[src/rtl/core/pss_pkg.sv]
// Shared types and constants for the proportional-share scheduler.
// Used by pss_div, proportional_share_scheduler_top and the testbench.
`timescale 1ns / 1ps

package pss_pkg;

    localparam int MAX_TASKS_DEF = 16;

    localparam int BURST_W   = 16;
    localparam int WEIGHT_W  = 8;
    localparam int QUANTUM_W = 16;
    localparam int TIME_W    = 20;
    localparam int ID_W      = 4;
    localparam int REQ_W     = 2;
    localparam int STATUS_W  = 2;

    // weight * quantum
    localparam int PROD_W     = WEIGHT_W + QUANTUM_W;
    localparam int WSUM_W_DEF = $clog2(MAX_TASKS_DEF * (2 ** WEIGHT_W - 1) + 1);

    localparam int S_TDATA_W = 24;
    localparam int M_TDATA_W = 48;

    localparam logic [QUANTUM_W-1:0] QUANTUM_RST = 16'd10;

    typedef enum logic [REQ_W-1:0] {
        REQ_CLEAR = 2'd0,
        REQ_LOAD  = 2'd1,
        REQ_GRANT = 2'd2,
        REQ_NONE  = 2'd3
    } req_t;

    typedef enum logic [STATUS_W-1:0] {
        STAT_OK          = 2'd0,
        STAT_FULL        = 2'd1,
        STAT_ZERO_WEIGHT = 2'd2,
        STAT_ALL_DONE    = 2'd3
    } status_t;

    typedef enum logic [2:0] {
        ST_IDLE,
        ST_SCAN,
        ST_READ,
        ST_MUL,
        ST_DIV_GO,
        ST_DIV_WAIT,
        ST_FIN,
        ST_OUT
    } state_t;

endpackage

[src/rtl/core/pss_ram.sv]
// Generic single-port RAM with registered read.
// No dependencies.
`timescale 1ns / 1ps

module pss_ram #(
    parameter int DATA_W = 16,
    parameter int DEPTH  = 16
) (
    input  logic                     aclk,
    input  logic                     we,
    input  logic [$clog2(DEPTH)-1:0] addr,
    input  logic [DATA_W-1:0]        wdata,
    output logic [DATA_W-1:0]        rdata
);

    logic [DATA_W-1:0] mem_reg [DEPTH];
    logic [DATA_W-1:0] rdata_reg;

    always_ff @(posedge aclk) begin
        if (we) begin
            mem_reg[addr] <= wdata;
        end
        rdata_reg <= mem_reg[addr];
    end

    assign rdata = rdata_reg;

endmodule

[src/rtl/core/pss_div.sv]
// Restoring divider, one quotient bit per cycle.
// Depends on pss_pkg for default widths.
`timescale 1ns / 1ps

module pss_div #(
    parameter int DIVIDEND_W = pss_pkg::PROD_W,
    parameter int DIVISOR_W  = pss_pkg::WSUM_W_DEF
) (
    input  logic                  aclk,
    input  logic                  aresetn,
    input  logic                  start,
    input  logic [DIVIDEND_W-1:0] dividend,
    input  logic [DIVISOR_W-1:0]  divisor,
    output logic                  done,
    output logic [DIVIDEND_W-1:0] quotient
);

    localparam int CNT_W = $clog2(DIVIDEND_W);

    logic                  busy_reg;
    logic                  done_reg;
    logic [CNT_W-1:0]      cnt_reg;
    logic [DIVISOR_W-1:0]  part_reg;
    logic [DIVISOR_W-1:0]  part_next;
    logic [DIVIDEND_W-1:0] quo_reg;
    logic [DIVISOR_W-1:0]  dsr_reg;
    logic [DIVISOR_W:0]    trial;
    logic [DIVISOR_W:0]    diff;
    logic                  ge;
    logic                  last;

    // shift in the next dividend bit, subtract when it fits
    always_comb begin
        trial     = {part_reg, quo_reg[DIVIDEND_W-1]};
        diff      = trial - {1'b0, dsr_reg};
        ge        = trial >= {1'b0, dsr_reg};
        part_next = ge ? diff[DIVISOR_W-1:0] : trial[DIVISOR_W-1:0];
        last      = cnt_reg == CNT_W'(DIVIDEND_W - 1);
    end

    always_ff @(posedge aclk) begin
        if (!aresetn) begin
            busy_reg <= 1'b0;
            done_reg <= 1'b0;
            cnt_reg  <= '0;
        end else begin
            done_reg <= 1'b0;
            if (start) begin
                busy_reg <= 1'b1;
                cnt_reg  <= '0;
            end else if (busy_reg) begin
                cnt_reg <= cnt_reg + CNT_W'(1);
                if (last) begin
                    busy_reg <= 1'b0;
                    done_reg <= 1'b1;
                end
            end
        end
    end

    always_ff @(posedge aclk) begin
        if (start) begin
            part_reg <= '0;
            quo_reg  <= dividend;
            dsr_reg  <= divisor;
        end else if (busy_reg) begin
            part_reg <= part_next;
            quo_reg  <= {quo_reg[DIVIDEND_W-2:0], ge};
        end
    end

    assign done     = done_reg;
    assign quotient = quo_reg;

endmodule

[src/rtl/core/proportional_share_scheduler_top.sv]
// Weighted round-robin time-slice scheduler, top level.
// Depends on pss_pkg, pss_ram and pss_div.
`timescale 1ns / 1ps

// One request is taken at a time; s_tready is high only while the block is idle.
// Clear, load and rejected requests go from idle to the output state, which loads
// the output register once it is free. A grant scans the finished flags one entry per
// cycle from the round-robin pointer, reads the task table, multiplies weight by
// quantum and then divides by the total weight in a restoring divider that yields
// one quotient bit per cycle. The result sits in an output register, so the next
// request may be taken while it waits for m_tready. The quantum register resets to
// 10 and is written through cfg_wr_en; the user must write it only while idle, as
// the block itself does not enforce it.

module proportional_share_scheduler_top #(
    parameter int MAX_TASKS = pss_pkg::MAX_TASKS_DEF
) (
    input  logic                            aclk,
    input  logic                            aresetn,
    input  logic                            s_tvalid,
    output logic                            s_tready,
    // task_burst [15:0], task_weight [23:16]
    input  logic [pss_pkg::S_TDATA_W-1:0]   s_tdata,
    // req_type [1:0]
    input  logic [pss_pkg::REQ_W-1:0]       s_tuser,
    output logic                            m_tvalid,
    input  logic                            m_tready,
    // task_id [3:0], slice_start [23:4], slice_end [43:24], task_finished [44], zero [47:45]
    output logic [pss_pkg::M_TDATA_W-1:0]   m_tdata,
    // status [1:0]
    output logic [pss_pkg::STATUS_W-1:0]    m_tuser,
    input  logic                            cfg_wr_en,
    input  logic [pss_pkg::QUANTUM_W-1:0]   cfg_wr_data
);

    localparam int IDX_W  = $clog2(MAX_TASKS);
    localparam int CNT_W  = $clog2(MAX_TASKS + 1);
    localparam int WSUM_W = $clog2(MAX_TASKS * (2 ** pss_pkg::WEIGHT_W - 1) + 1);
    localparam int BW     = pss_pkg::BURST_W;
    localparam int WW     = pss_pkg::WEIGHT_W;
    localparam int QW     = pss_pkg::QUANTUM_W;
    localparam int TW     = pss_pkg::TIME_W;
    localparam int PW     = pss_pkg::PROD_W;
    localparam int IW     = pss_pkg::ID_W;
    localparam int PAD_W  = pss_pkg::M_TDATA_W - (IW + 2 * TW + 1);

    pss_pkg::state_t state_reg, state_next;

    logic [QW-1:0]        quantum_reg;
    logic [CNT_W-1:0]     cnt_reg;
    logic [WSUM_W-1:0]    wsum_reg;
    logic [TW-1:0]        time_reg;
    logic [IDX_W-1:0]     np_reg;
    logic [MAX_TASKS-1:0] flags_reg;
    logic [IDX_W-1:0]     scan_idx_reg;
    logic [CNT_W-1:0]     scan_k_reg;
    logic [PW-1:0]        prod_reg;
    logic [BW-1:0]        rem_reg;

    logic [IW-1:0]        res_id_reg;
    logic [TW-1:0]        res_start_reg;
    logic [TW-1:0]        res_end_reg;
    logic                 res_fin_reg;
    pss_pkg::status_t     res_status_reg;

    logic                           m_tvalid_reg;
    logic [pss_pkg::M_TDATA_W-1:0]  m_tdata_reg;
    pss_pkg::status_t               m_tuser_reg;

    logic             accept;
    pss_pkg::req_t    in_req;
    logic [BW-1:0]    in_burst;
    logic [WW-1:0]    in_weight;
    logic             load_ok;
    logic             zero_weight;
    logic             scan_hit;
    logic             scan_last;
    logic [IDX_W-1:0] scan_wrap;
    logic [IDX_W-1:0] start_idx;
    logic [IDX_W-1:0] np_new;
    logic             out_free;

    logic [IDX_W-1:0] ram_addr;
    logic             burst_we;
    logic [BW-1:0]    burst_wdata;
    logic [BW-1:0]    burst_rdata;
    logic             weight_we;
    logic [WW-1:0]    weight_rdata;

    logic             div_start;
    logic             div_done;
    logic [PW-1:0]    div_quo;

    logic [QW-1:0]    slice;
    logic [QW-1:0]    slice_adj;
    logic [BW-1:0]    run;
    logic [TW:0]      end_sum;
    logic [TW-1:0]    end_sat;
    logic [BW-1:0]    rem_new;
    logic             fin_now;

    assign in_req    = pss_pkg::req_t'(s_tuser);
    assign in_burst  = s_tdata[BW-1:0];
    assign in_weight = s_tdata[BW+WW-1:BW];
    assign s_tready  = state_reg == pss_pkg::ST_IDLE;
    assign accept    = s_tvalid && s_tready;
    assign out_free  = !m_tvalid_reg || m_tready;

    always_comb begin
        load_ok     = cnt_reg < CNT_W'(MAX_TASKS);
        zero_weight = (wsum_reg == '0) || (quantum_reg == '0);
        scan_hit    = !flags_reg[scan_idx_reg];
        scan_last   = (scan_k_reg + CNT_W'(1)) == cnt_reg;
        scan_wrap   = ((CNT_W'(scan_idx_reg) + CNT_W'(1)) == cnt_reg) ? '0
                                                                       : scan_idx_reg + IDX_W'(1);
        np_new      = scan_wrap;
        start_idx   = (CNT_W'(np_reg) < cnt_reg) ? np_reg : '0;

        slice     = div_quo[QW-1:0];
        slice_adj = (slice == '0 && rem_reg != '0) ? QW'(1) : slice;
        run       = (rem_reg < slice_adj) ? rem_reg : slice_adj;
        end_sum   = {1'b0, time_reg} + (TW + 1)'(run);
        end_sat   = end_sum[TW] ? '1 : end_sum[TW-1:0];
        rem_new   = rem_reg - run;
        fin_now   = rem_new == '0;
    end

    // sequencer
    always_ff @(posedge aclk) begin
        if (!aresetn) begin
            state_reg <= pss_pkg::ST_IDLE;
        end else begin
            state_reg <= state_next;
        end
    end

    always_comb begin
        state_next  = state_reg;
        div_start   = 1'b0;
        ram_addr    = scan_idx_reg;
        burst_we    = 1'b0;
        burst_wdata = rem_new;
        weight_we   = 1'b0;
        unique case (state_reg)
            pss_pkg::ST_IDLE: begin
                ram_addr    = cnt_reg[IDX_W-1:0];
                burst_wdata = in_burst;
                if (accept) begin
                    if (in_req == pss_pkg::REQ_GRANT && !zero_weight) begin
                        state_next = pss_pkg::ST_SCAN;
                    end else begin
                        state_next = pss_pkg::ST_OUT;
                    end
                    if (in_req == pss_pkg::REQ_LOAD && load_ok) begin
                        burst_we  = 1'b1;
                        weight_we = 1'b1;
                    end
                end
            end
            pss_pkg::ST_SCAN: begin
                if (scan_hit) begin
                    state_next = pss_pkg::ST_READ;
                end else if (scan_last) begin
                    state_next = pss_pkg::ST_OUT;
                end
            end
            pss_pkg::ST_READ:     state_next = pss_pkg::ST_MUL;
            pss_pkg::ST_MUL:      state_next = pss_pkg::ST_DIV_GO;
            pss_pkg::ST_DIV_GO: begin
                div_start  = 1'b1;
                state_next = pss_pkg::ST_DIV_WAIT;
            end
            pss_pkg::ST_DIV_WAIT: begin
                if (div_done) begin
                    state_next = pss_pkg::ST_FIN;
                end
            end
            pss_pkg::ST_FIN: begin
                burst_we   = 1'b1;
                state_next = pss_pkg::ST_OUT;
            end
            pss_pkg::ST_OUT: begin
                if (out_free) begin
                    state_next = pss_pkg::ST_IDLE;
                end
            end
            default: state_next = pss_pkg::ST_IDLE;
        endcase
    end

    always_ff @(posedge aclk) begin
        if (!aresetn) begin
            quantum_reg <= pss_pkg::QUANTUM_RST;
        end else if (cfg_wr_en) begin
            quantum_reg <= cfg_wr_data;
        end
    end

    // scheduler state
    always_ff @(posedge aclk) begin
        if (!aresetn) begin
            cnt_reg   <= '0;
            wsum_reg  <= '0;
            time_reg  <= '0;
            np_reg    <= '0;
            flags_reg <= '0;
        end else begin
            case (state_reg)
                pss_pkg::ST_IDLE: begin
                    if (accept) begin
                        if (in_req == pss_pkg::REQ_CLEAR) begin
                            cnt_reg   <= '0;
                            wsum_reg  <= '0;
                            time_reg  <= '0;
                            np_reg    <= '0;
                            flags_reg <= '0;
                        end else if (in_req == pss_pkg::REQ_LOAD && load_ok) begin
                            flags_reg[cnt_reg[IDX_W-1:0]] <= 1'b0;
                            wsum_reg <= wsum_reg + WSUM_W'(in_weight);
                            cnt_reg  <= cnt_reg + CNT_W'(1);
                        end
                    end
                end
                pss_pkg::ST_FIN: begin
                    time_reg                <= end_sat;
                    flags_reg[scan_idx_reg] <= fin_now;
                    np_reg                  <= np_new;
                end
                default: ;
            endcase
        end
    end

    // working registers and pending result
    always_ff @(posedge aclk) begin
        case (state_reg)
            pss_pkg::ST_IDLE: begin
                res_start_reg <= time_reg;
                res_end_reg   <= time_reg;
                res_fin_reg   <= 1'b0;
                res_id_reg    <= '0;
                scan_idx_reg  <= start_idx;
                scan_k_reg    <= '0;
                unique case (in_req)
                    pss_pkg::REQ_CLEAR: begin
                        res_start_reg  <= '0;
                        res_end_reg    <= '0;
                        res_status_reg <= pss_pkg::STAT_OK;
                    end
                    pss_pkg::REQ_LOAD: begin
                        if (load_ok) begin
                            res_id_reg     <= IW'(cnt_reg);
                            res_status_reg <= pss_pkg::STAT_OK;
                        end else begin
                            res_status_reg <= pss_pkg::STAT_FULL;
                        end
                    end
                    pss_pkg::REQ_GRANT: res_status_reg <= pss_pkg::STAT_ZERO_WEIGHT;
                    pss_pkg::REQ_NONE:  res_status_reg <= pss_pkg::STAT_ALL_DONE;
                    default:            res_status_reg <= pss_pkg::STAT_ALL_DONE;
                endcase
            end
            pss_pkg::ST_SCAN: begin
                if (!scan_hit) begin
                    res_status_reg <= pss_pkg::STAT_ALL_DONE;
                    if (!scan_last) begin
                        scan_k_reg   <= scan_k_reg + CNT_W'(1);
                        scan_idx_reg <= scan_wrap;
                    end
                end
            end
            pss_pkg::ST_MUL: begin
                prod_reg <= PW'(weight_rdata) * PW'(quantum_reg);
                rem_reg  <= burst_rdata;
            end
            pss_pkg::ST_FIN: begin
                res_id_reg     <= IW'(scan_idx_reg);
                res_end_reg    <= end_sat;
                res_fin_reg    <= fin_now;
                res_status_reg <= pss_pkg::STAT_OK;
            end
            default: ;
        endcase
    end

    // output register
    always_ff @(posedge aclk) begin
        if (!aresetn) begin
            m_tvalid_reg <= 1'b0;
        end else begin
            if (m_tready) begin
                m_tvalid_reg <= 1'b0;
            end
            if (state_reg == pss_pkg::ST_OUT && out_free) begin
                m_tvalid_reg <= 1'b1;
            end
        end
    end

    always_ff @(posedge aclk) begin
        if (state_reg == pss_pkg::ST_OUT && out_free) begin
            m_tdata_reg <= {PAD_W'(0), res_fin_reg, res_end_reg, res_start_reg, res_id_reg};
            m_tuser_reg <= res_status_reg;
        end
    end

    assign m_tvalid = m_tvalid_reg;
    assign m_tdata  = m_tdata_reg;
    assign m_tuser  = m_tuser_reg;

    pss_ram #(
        .DATA_W (BW),
        .DEPTH  (MAX_TASKS)
    ) u_burst_ram (
        .aclk  (aclk),
        .we    (burst_we),
        .addr  (ram_addr),
        .wdata (burst_wdata),
        .rdata (burst_rdata)
    );

    pss_ram #(
        .DATA_W (WW),
        .DEPTH  (MAX_TASKS)
    ) u_weight_ram (
        .aclk  (aclk),
        .we    (weight_we),
        .addr  (ram_addr),
        .wdata (in_weight),
        .rdata (weight_rdata)
    );

    pss_div #(
        .DIVIDEND_W (PW),
        .DIVISOR_W  (WSUM_W)
    ) u_div (
        .aclk     (aclk),
        .aresetn  (aresetn),
        .start    (div_start),
        .dividend (prod_reg),
        .divisor  (wsum_reg),
        .done     (div_done),
        .quotient (div_quo)
    );

    a_cnt_range: assert property (@(posedge aclk) disable iff (!aresetn)
        cnt_reg <= CNT_W'(MAX_TASKS))
        else $error("task count beyond table size");

    a_empty_no_weight: assert property (@(posedge aclk) disable iff (!aresetn)
        cnt_reg == '0 |-> wsum_reg == '0)
        else $error("weight sum nonzero with empty table");

    a_ptr_range: assert property (@(posedge aclk) disable iff (!aresetn)
        (np_reg == '0) || (CNT_W'(np_reg) < cnt_reg))
        else $error("round-robin pointer outside table");

    a_div_done_wait: assert property (@(posedge aclk) disable iff (!aresetn)
        div_done |-> state_reg == pss_pkg::ST_DIV_WAIT)
        else $error("divider finished outside wait state");

    a_slice_order: assert property (@(posedge aclk) disable iff (!aresetn)
        (m_tvalid_reg && m_tuser_reg == pss_pkg::STAT_OK)
            |-> m_tdata_reg[IW+2*TW-1:IW+TW] >= m_tdata_reg[IW+TW-1:IW])
        else $error("slice ends before it starts");

endmodule

[config.mk]
export PLATFORM = sky130hd
export DESIGN_NAME = proportional_share_scheduler_top
export DESIGN_NICKNAME = d
export VERILOG_FILES = /design/src/rtl/core/pss_pkg.sv /design/src/rtl/core/pss_ram.sv /design/src/rtl/core/pss_div.sv /design/src/rtl/core/proportional_share_scheduler_top.sv
export SDC_FILE = /design/constraint.sdc
export NUM_CORES = 1
export LEC_CHECK = 0
export BUFFER_PORTS_ARGS = -buffer_cell sky130_fd_sc_hd__buf_2
export CAP_MARGIN = 20
export CORE_MARGIN = 10
export CORE_UTILIZATION = 50
export CTS_CLUSTER_DIAMETER = 150
export DETAILED_ROUTE_END_ITERATION = 8
export PLACE_DENSITY = 0.7
export REMOVE_ABC_BUFFERS = 1
export SLEW_MARGIN = 30
export SYNTH_ARGS = -nofsm -noshare
export SYNTH_HDL_FRONTEND = slang
export SYNTH_SLANG_ARGS = --single-unit
[constraint.sdc]
create_clock -name aclk -period 5.9 [get_ports aclk]
set_clock_uncertainty 0.15 [all_clocks]
set_input_delay 0.295 -clock aclk [delete_from_list [all_inputs] [get_ports aclk]]
set_output_delay 0.295 -clock aclk [all_outputs]
set_load 0.01 [all_outputs]
==> results.json, run 1 <==
{
  "outcome": "finished clean",
  "ant_nets": 0,
  "via_count": 21000,
  "max_cap_viol_count": 0,
  "power_density_nw_per_um2": 544,
  "grt_start_max_net_pins": 67,
  "syn_inst": 2538,
  "cts_buffers": 71,
  "required_ns": 6.28,
  "post-route-util_pct": 56.8,
  "cts_tree": "done",
  "synth.distinct_cells": 78,
  "syn-mean-instance-area_sq_um": 13.1,
  "crit_type": "reg2reg",
  "core_sq_um": 66000,
  "num_antenna_cells": 0,
  "clock_sinks": 683,
  "start_kind": "register",
  "synth-edff-count": 563,
  "largest_reg_flops": 256,
  "period_share_pct": 94.4,
  "place_inst": 3424,
  "final_common_cell": "edfxtp_1",
  "die_w_um": 278,
  "antenna_found_initial": 0,
  "grt_usage_pct": 20.5,
  "io_pins": 99,
  "crit_fanout": 14,
  "ys_seq_area_share_pct": 57.9,
  "worstPathArrival_ns": 5.95,
  "tightest_slew_ns": 0.946,
  "rows": 94,
  "dp_hpwl_mm": 53.7,
  "hold_viol_final": 0,
  "period_minus_slack_ns": 5.57,
  "ys.flop_type": "edfxtp_1",
  "dr.pass1.iters": 6,
  "dieArea_sq_um": 77400,
  "hold_class": "in2reg",
  "setup_violations": 0,
  "routed_wl_mm": 80.0,
  "slew_violations": 0,
  "p_leak_nw": 13.8,
  "grt_pass1_wl_mm": 125,
  "cts_root_buffer": "clkbuf_16",
  "die_y_um": 278,
  "total_power_mw": 20.4,
  "cts.clk_slew.worst_paths_ns": 0.06,
  "yosys_warnings": 0,
  "drc": 0,
  "fmax_ghz": 0.180,
  "netlist_area_sq_um": 33300,
  "wire_per_inst_um": 22.3,
  "final_cell_mix": "edfxtp_1, nand2_1, inv_1",
  "ys_async_sr_fraction_pct": 0,
  "io_buffer_count": 95,
  "avgViaCountPerCell": 5.86,
  "ys_ff_latch": 683,
  "max_slew_margin_pct": 36.7,
  "cts_htree_levels": 3,
  "vdd_drop_max_mv": 0.323,
  "overflow": 0,
  "initial_core_util_pct": 50.5,
  "cp-end-kind": "register",
  "final_layout_size_suffix_gt1_share_pct": 15.5,
  "clk_path_buf_depth": 3,
  "nNetsFinal": 2923,
  "area_growth_pct": 12.4,
  "finalNonFillerCells": 3583,
  "first_iter_violations": 1738,
  "rsz0062_at_grt": "no",
  "grt_pass1_vias": 21400,
  "clk_latency_ns": 0.62,
  "place_congestion": 0.954
}
routing by layer:
metal  vias up  part of all wire (%)  wire, um  global-route usage, %
met5         -                     0         0                      0
met4         0                   2.8      2270                   7.32
met3       125                   6.3      5010                   3.16
met2       713                    49     39300                   34.0
met1     10600                    42     33500                   27.3
li1       9576                     -         -                      -
layout make-up:
cell class	count	area, sq um
tap	864	1080
clock inverter	38	367
inverter	165	619
timing repair buffer	175	1160
fill	5241	28500
clock buffer	89	1930
sequential	683	19300
multi-input combinational	1569	13000
repair_timing:
action	4_1_cts	5_1_grt
setup buffers	0	3
endpoints found under the setup margin	0	16
gates resized for setup	0	6
hold buffers	28	0
hold endpoints to repair	148	0
path summary, 6_finish.rpt:
path	endpoint	start	slack (ns)	cells after the start
hold / removal	quantum_reg[1]	cfg_wr_en	0.06	3
setup / recovery	flags_reg[7]	rem_reg[5]	0.33	20
hold reg to reg	rem_reg[9]	u_burst_ram.rdata[9]	0.25	0
setup reg to reg	flags_reg[7]	rem_reg[5]	0.33	20
through the flow:
step	instance area [sq um]	hold WS, ns	setup WS, ns	setup TNS [ns]
after floorplan	32800	0.207	-6.77	-1922.22
after global placement	34800	0.238	0.401	0
after detailed placement	34800	0.239	0.327	0
after CTS	37400	0.0261	0.317	0
after global routing	37500	0.0802	0.0414	0
final	37500	0.0640	0.332	0
cell families after synthesis:
kind of cell             Yosys count  synth area share (%)
other                              1                0.0112
adder cells (fa/ha/maj)          211                  9.90
XOR/XNOR                          75                  1.97
AND/OR/NAND/NOR                  732                  10.5
flip-flops                       683                  57.9
AO/OA/AOI/OAI                    392                  7.74
multiplexers                     155                  8.50
buffers and inverters            289                  3.45
worst max-delay path, stage by stage, from the launching register on:
cell and delay (ns):
edfxtp_1 0.46, ha_1 0.35, a21o_1 0.19, a211o_1 0.29
nor3_1 0.20, a21oi_1 0.11, a211oi_2 0.24, o21ai_2 0.19
buf_4 0.25, mux2_2 0.26, inv_1 0.05, ha_1 0.22
or4_1 0.53, o32a_1 0.21, a311o_1 0.37, xor2_1 0.19
nor3_1 0.41, and4b_4 0.39, buf_4 0.14, nand3_4 0.10
o31ai_2 0.20
cells in the mapped netlist, types with 7 or more instances:
master | n | share of area, %
edfxtp_1 | 563 | 51
nor3_1 | 25 | 0.38
a211oi_1 | 40 | 0.90
and3_1 | 12 | 0.23
a2bb2oi_1 | 12 | 0.32
inv_1 | 163 | 1.8
a31oi_1 | 49 | 0.92
mux2_2 | 25 | 0.84
a21oi_1 | 85 | 1.3
nand3_1 | 57 | 0.86
or3_1 | 7 | 0.13
nand4b_1 | 15 | 0.39
a21o_1 | 25 | 0.56
mux2i_1 | 30 | 0.90
nor2b_1 | 16 | 0.30
buf_4 | 8 | 0.18
nor2_1 | 165 | 1.9
clkbuf_1 | 85 | 0.96
nand4_1 | 15 | 0.28
and2_1 | 104 | 2.0
nor4_1 | 20 | 0.38
nand2_1 | 257 | 2.9
fa_1 | 88 | 5.3
xnor2_1 | 48 | 1.3
dfxtp_1 | 120 | 7.2
o21a_1 | 17 | 0.38
o21ai_0 | 85 | 1.3
buf_2 | 23 | 0.35
o21bai_1 | 9 | 0.20
buf_1 | 7 | 0.079
nand2b_1 | 13 | 0.24
ha_1 | 123 | 4.6
o22ai_1 | 7 | 0.13
xor2_1 | 27 | 0.71
mux4_2 | 100 | 6.8
power breakdown:
group	switching (mW)	internal (mW)
Combinational	5.20	3.30
Sequential	0.544	6.91
Clock	1.88	2.56
Power figures use the tool's default switching activity.
==> run 2: changes to the inputs <==
Settings changed: PLACE_DENSITY 0.7 to 0.67, SYNTH_HIERARCHICAL from default to 1.
Clock period 5.9 ns to 6.25 ns, I/O delays scaled along.
==> results.json, run 2 <==
{
  "synth.top_cells.by_area": "edfxtp_1, dfxtp_1, mux4_2",
  "dieArea_sq_um": 78000,
  "antenna_found_initial": 1,
  "synth_top_area_cell": "edfxtp_1",
  "grt_pass1_wl_mm": 125,
  "first_iter_violations": 1930,
  "dr.pass1.iters": 5,
  "nNetsFinal": 2908,
  "place_congestion": 0.921,
  "drc": 0,
  "area_growth_pct": 12.0,
  "critPathTopFamily": "simple AND/OR/NAND/NOR gates",
  "core_sq_um": 66900,
  "synth.distinct_cells": 82,
  "outcome": "finished clean",
  "synth-edff-count": 563,
  "slew_violations": 0,
  "path_cells": "nor4_1, nand4_1, a41oi_1, nor3_1, nor4_1, o211a_1, nor3_1, a21oi_1, ha_1, inv_1, fa_1, a211oi_2, o21bai_1, a21oi_2, xnor2_1, or2_0, or4_1, or4b_1, nor4b_2",
  "yosys.area.top_type_share_pct": 50.3,
  "fmax_ghz": 0.176,
  "cts_buffers": 74,
  "crit_type": "reg2reg",
  "clk_latency_ns": 0.63,
  "worstPathArrival_ns": 6.00,
  "ys_ff_latch": 683,
  "netlist_area_sq_um": 33600,
  "worst-r2r-cell-count": 19,
  "grt_pass1_vias": 21900,
  "cp.depth": 19,
  "io_pins": 99,
  "clk_path_buf_depth": 3,
  "dp_hpwl_mm": 51.9,
  "setup_violations": 0,
  "critPathMaxStageDelay_ns": 0.50,
  "cp_slowest_cell": "or4b_1",
  "final_layout_size_suffix_gt1_share_pct": 14.9,
  "cts_root_buffer": "clkbuf_16",
  "ys_seq_area_share_pct": 57.4,
  "clock_sinks": 683,
  "ys.flop_type": "edfxtp_1",
  "cts_htree_levels": 3,
  "routed_wl_mm": 79.3,
  "yosys_warnings": 6,
  "hold_depth": 1,
  "syn-mean-instance-area_sq_um": 13.2,
  "final_cell_mix": "edfxtp_1, nand2_1, nor2_1",
  "max_slew_margin_pct": 33.0,
  "largest_reg_flops": 256,
  "vdd_drop_max_mv": 0.432,
  "hold_class": "in2reg",
  "cp-end-kind": "register",
  "tightest_slew_ns": 1.01,
  "rows": 95,
  "hold_viol_final": 0,
  "overflow": 0,
  "max_cap_viol_count": 0,
  "final_common_cell": "edfxtp_1",
  "wire_per_inst_um": 22.1,
  "grt_start_max_net_pins": 111,
  "period_minus_slack_ns": 5.68,
  "io_buffer_count": 95,
  "crit_fanout": 10,
  "whs_ns": 0.0312,
  "synthTopCellsByCount": "edfxtp_1, nand2_1, nor2_1",
  "cts_tree": "done",
  "critPathBufInv": 1,
  "die_w_um": 279,
  "p_leak_nw": 14.1,
  "cts.clk_slew.worst_paths_ns": 0.06,
  "syn_inst": 2548,
  "power_density_nw_per_um2": 499,
  "initial_core_util_pct": 50.3,
  "start_kind": "register",
  "via_count": 21400,
  "required_ns": 6.56,
  "grt_usage_pct": 20.4,
  "synth.most_common_cell": "edfxtp_1",
  "num_antenna_cells": 0,
  "total_power_mw": 18.8,
  "ys_async_sr_fraction_pct": 0,
  "die_y_um": 279,
  "avgViaCountPerCell": 5.97,
  "fillCellCount": 5383,
  "period_share_pct": 90.9,
  "rsz0062_at_grt": "no",
  "ant_nets": 0
}
==> run 2: cell count changes in the layout (fill, tap and decap cells not counted), sizes merged, moves of 11 or more <==
cell,change
nand2,-38
a41oi,+22
a31oi,-21
clkinv,+12
a21oi,+11
nand4b,-13
o21ai,-12
a22oi,+51
buf,-11
and2,-18
a2bb2oi,-12
a211oi,-27
nor2,+11
a221o,+15
==> run 2: cell type report <==
class / count / area (sq um) / area share, %
sequential: 683 / 19300 / 51.3
multi-input combinational: 1566 / 13200 / 35.0
clock buffer: 89 / 1930 / 5.12
tap: 873 / 1090 / 2.90
timing repair buffer: 156 / 996 / 2.64
inverter: 169 / 634 / 1.68
clock inverter: 49 / 507 / 1.35
==> run 2: metal layers <==
| metal | wire, um | up-vias | track usage (%) |
|---|---|---|---|
| li1 | - | 9696 | - |
| met1 | 33600 | 10800 | 27.1 |
| met2 | 38600 | 730 | 34.0 |
| met3 | 4950 | 152 | 3.15 |
| met4 | 2090 | 0 | 6.63 |
| met5 | 0 | - | 0 |
==> run 2: cells by family after synthesis <==
| kind of cell | after synthesis | synth area share (%) |
|---|---|---|
| fa+ha+maj | 211 | 9.81 |
| buf+inv | 301 | 3.70 |
| mux | 161 | 8.75 |
| compound gates | 436 | 8.84 |
| simple gates | 685 | 9.65 |
| xor+xnor | 70 | 1.82 |
| flops | 683 | 57.4 |
| other cells | 1 | 0.0112 |
==> run 2: per-stage QoR <==
| stage | util (%) | TNS, ns | cells | area, sq um | worst slack [ns] |
|---|---|---|---|---|---|
| floorplan | - | -4145.10 | 2418 | 33000 | -12.15 |
| global placement | 52.3 | 0 | 3427 | 35000 | 0.710 |
| detailed placement | 52.3 | 0 | 3427 | 35000 | 0.593 |
| CTS | 56.3 | 0 | 3585 | 37600 | 0.591 |
| global route | 56.3 | 0 | 3585 | 37700 | 0.0863 |
| finish | 56.3 | 0 | 3585 | 37700 | 0.567 |
==> run 2: report_power, final <==
part	internal [mW]	switching, mW	total, mW
clock	2.52	1.83	4.35
sequential	6.43	0.506	6.94
combinational	2.88	4.64	7.52
==> run 2: final timing paths <==
check,start,end,slack [ns]
max,u_div/quotient[15],res_fin_reg,0.57
min,s_tdata[18],u_weight_ram/mem_reg[6][2],0.03
max reg2reg,u_div/quotient[15],res_fin_reg,0.57
min reg2reg,u_burst_ram/rdata[0],rem_reg[0],0.25
==> run 2: repair_timing <==
item | CTS | global route
hold buffers | 20 | 0
gates resized for setup | 0 | 1
endpoints found under the setup margin | 0 | 10
endpoints found under the hold margin | 22 | 0
buffers inserted | 0 | 0
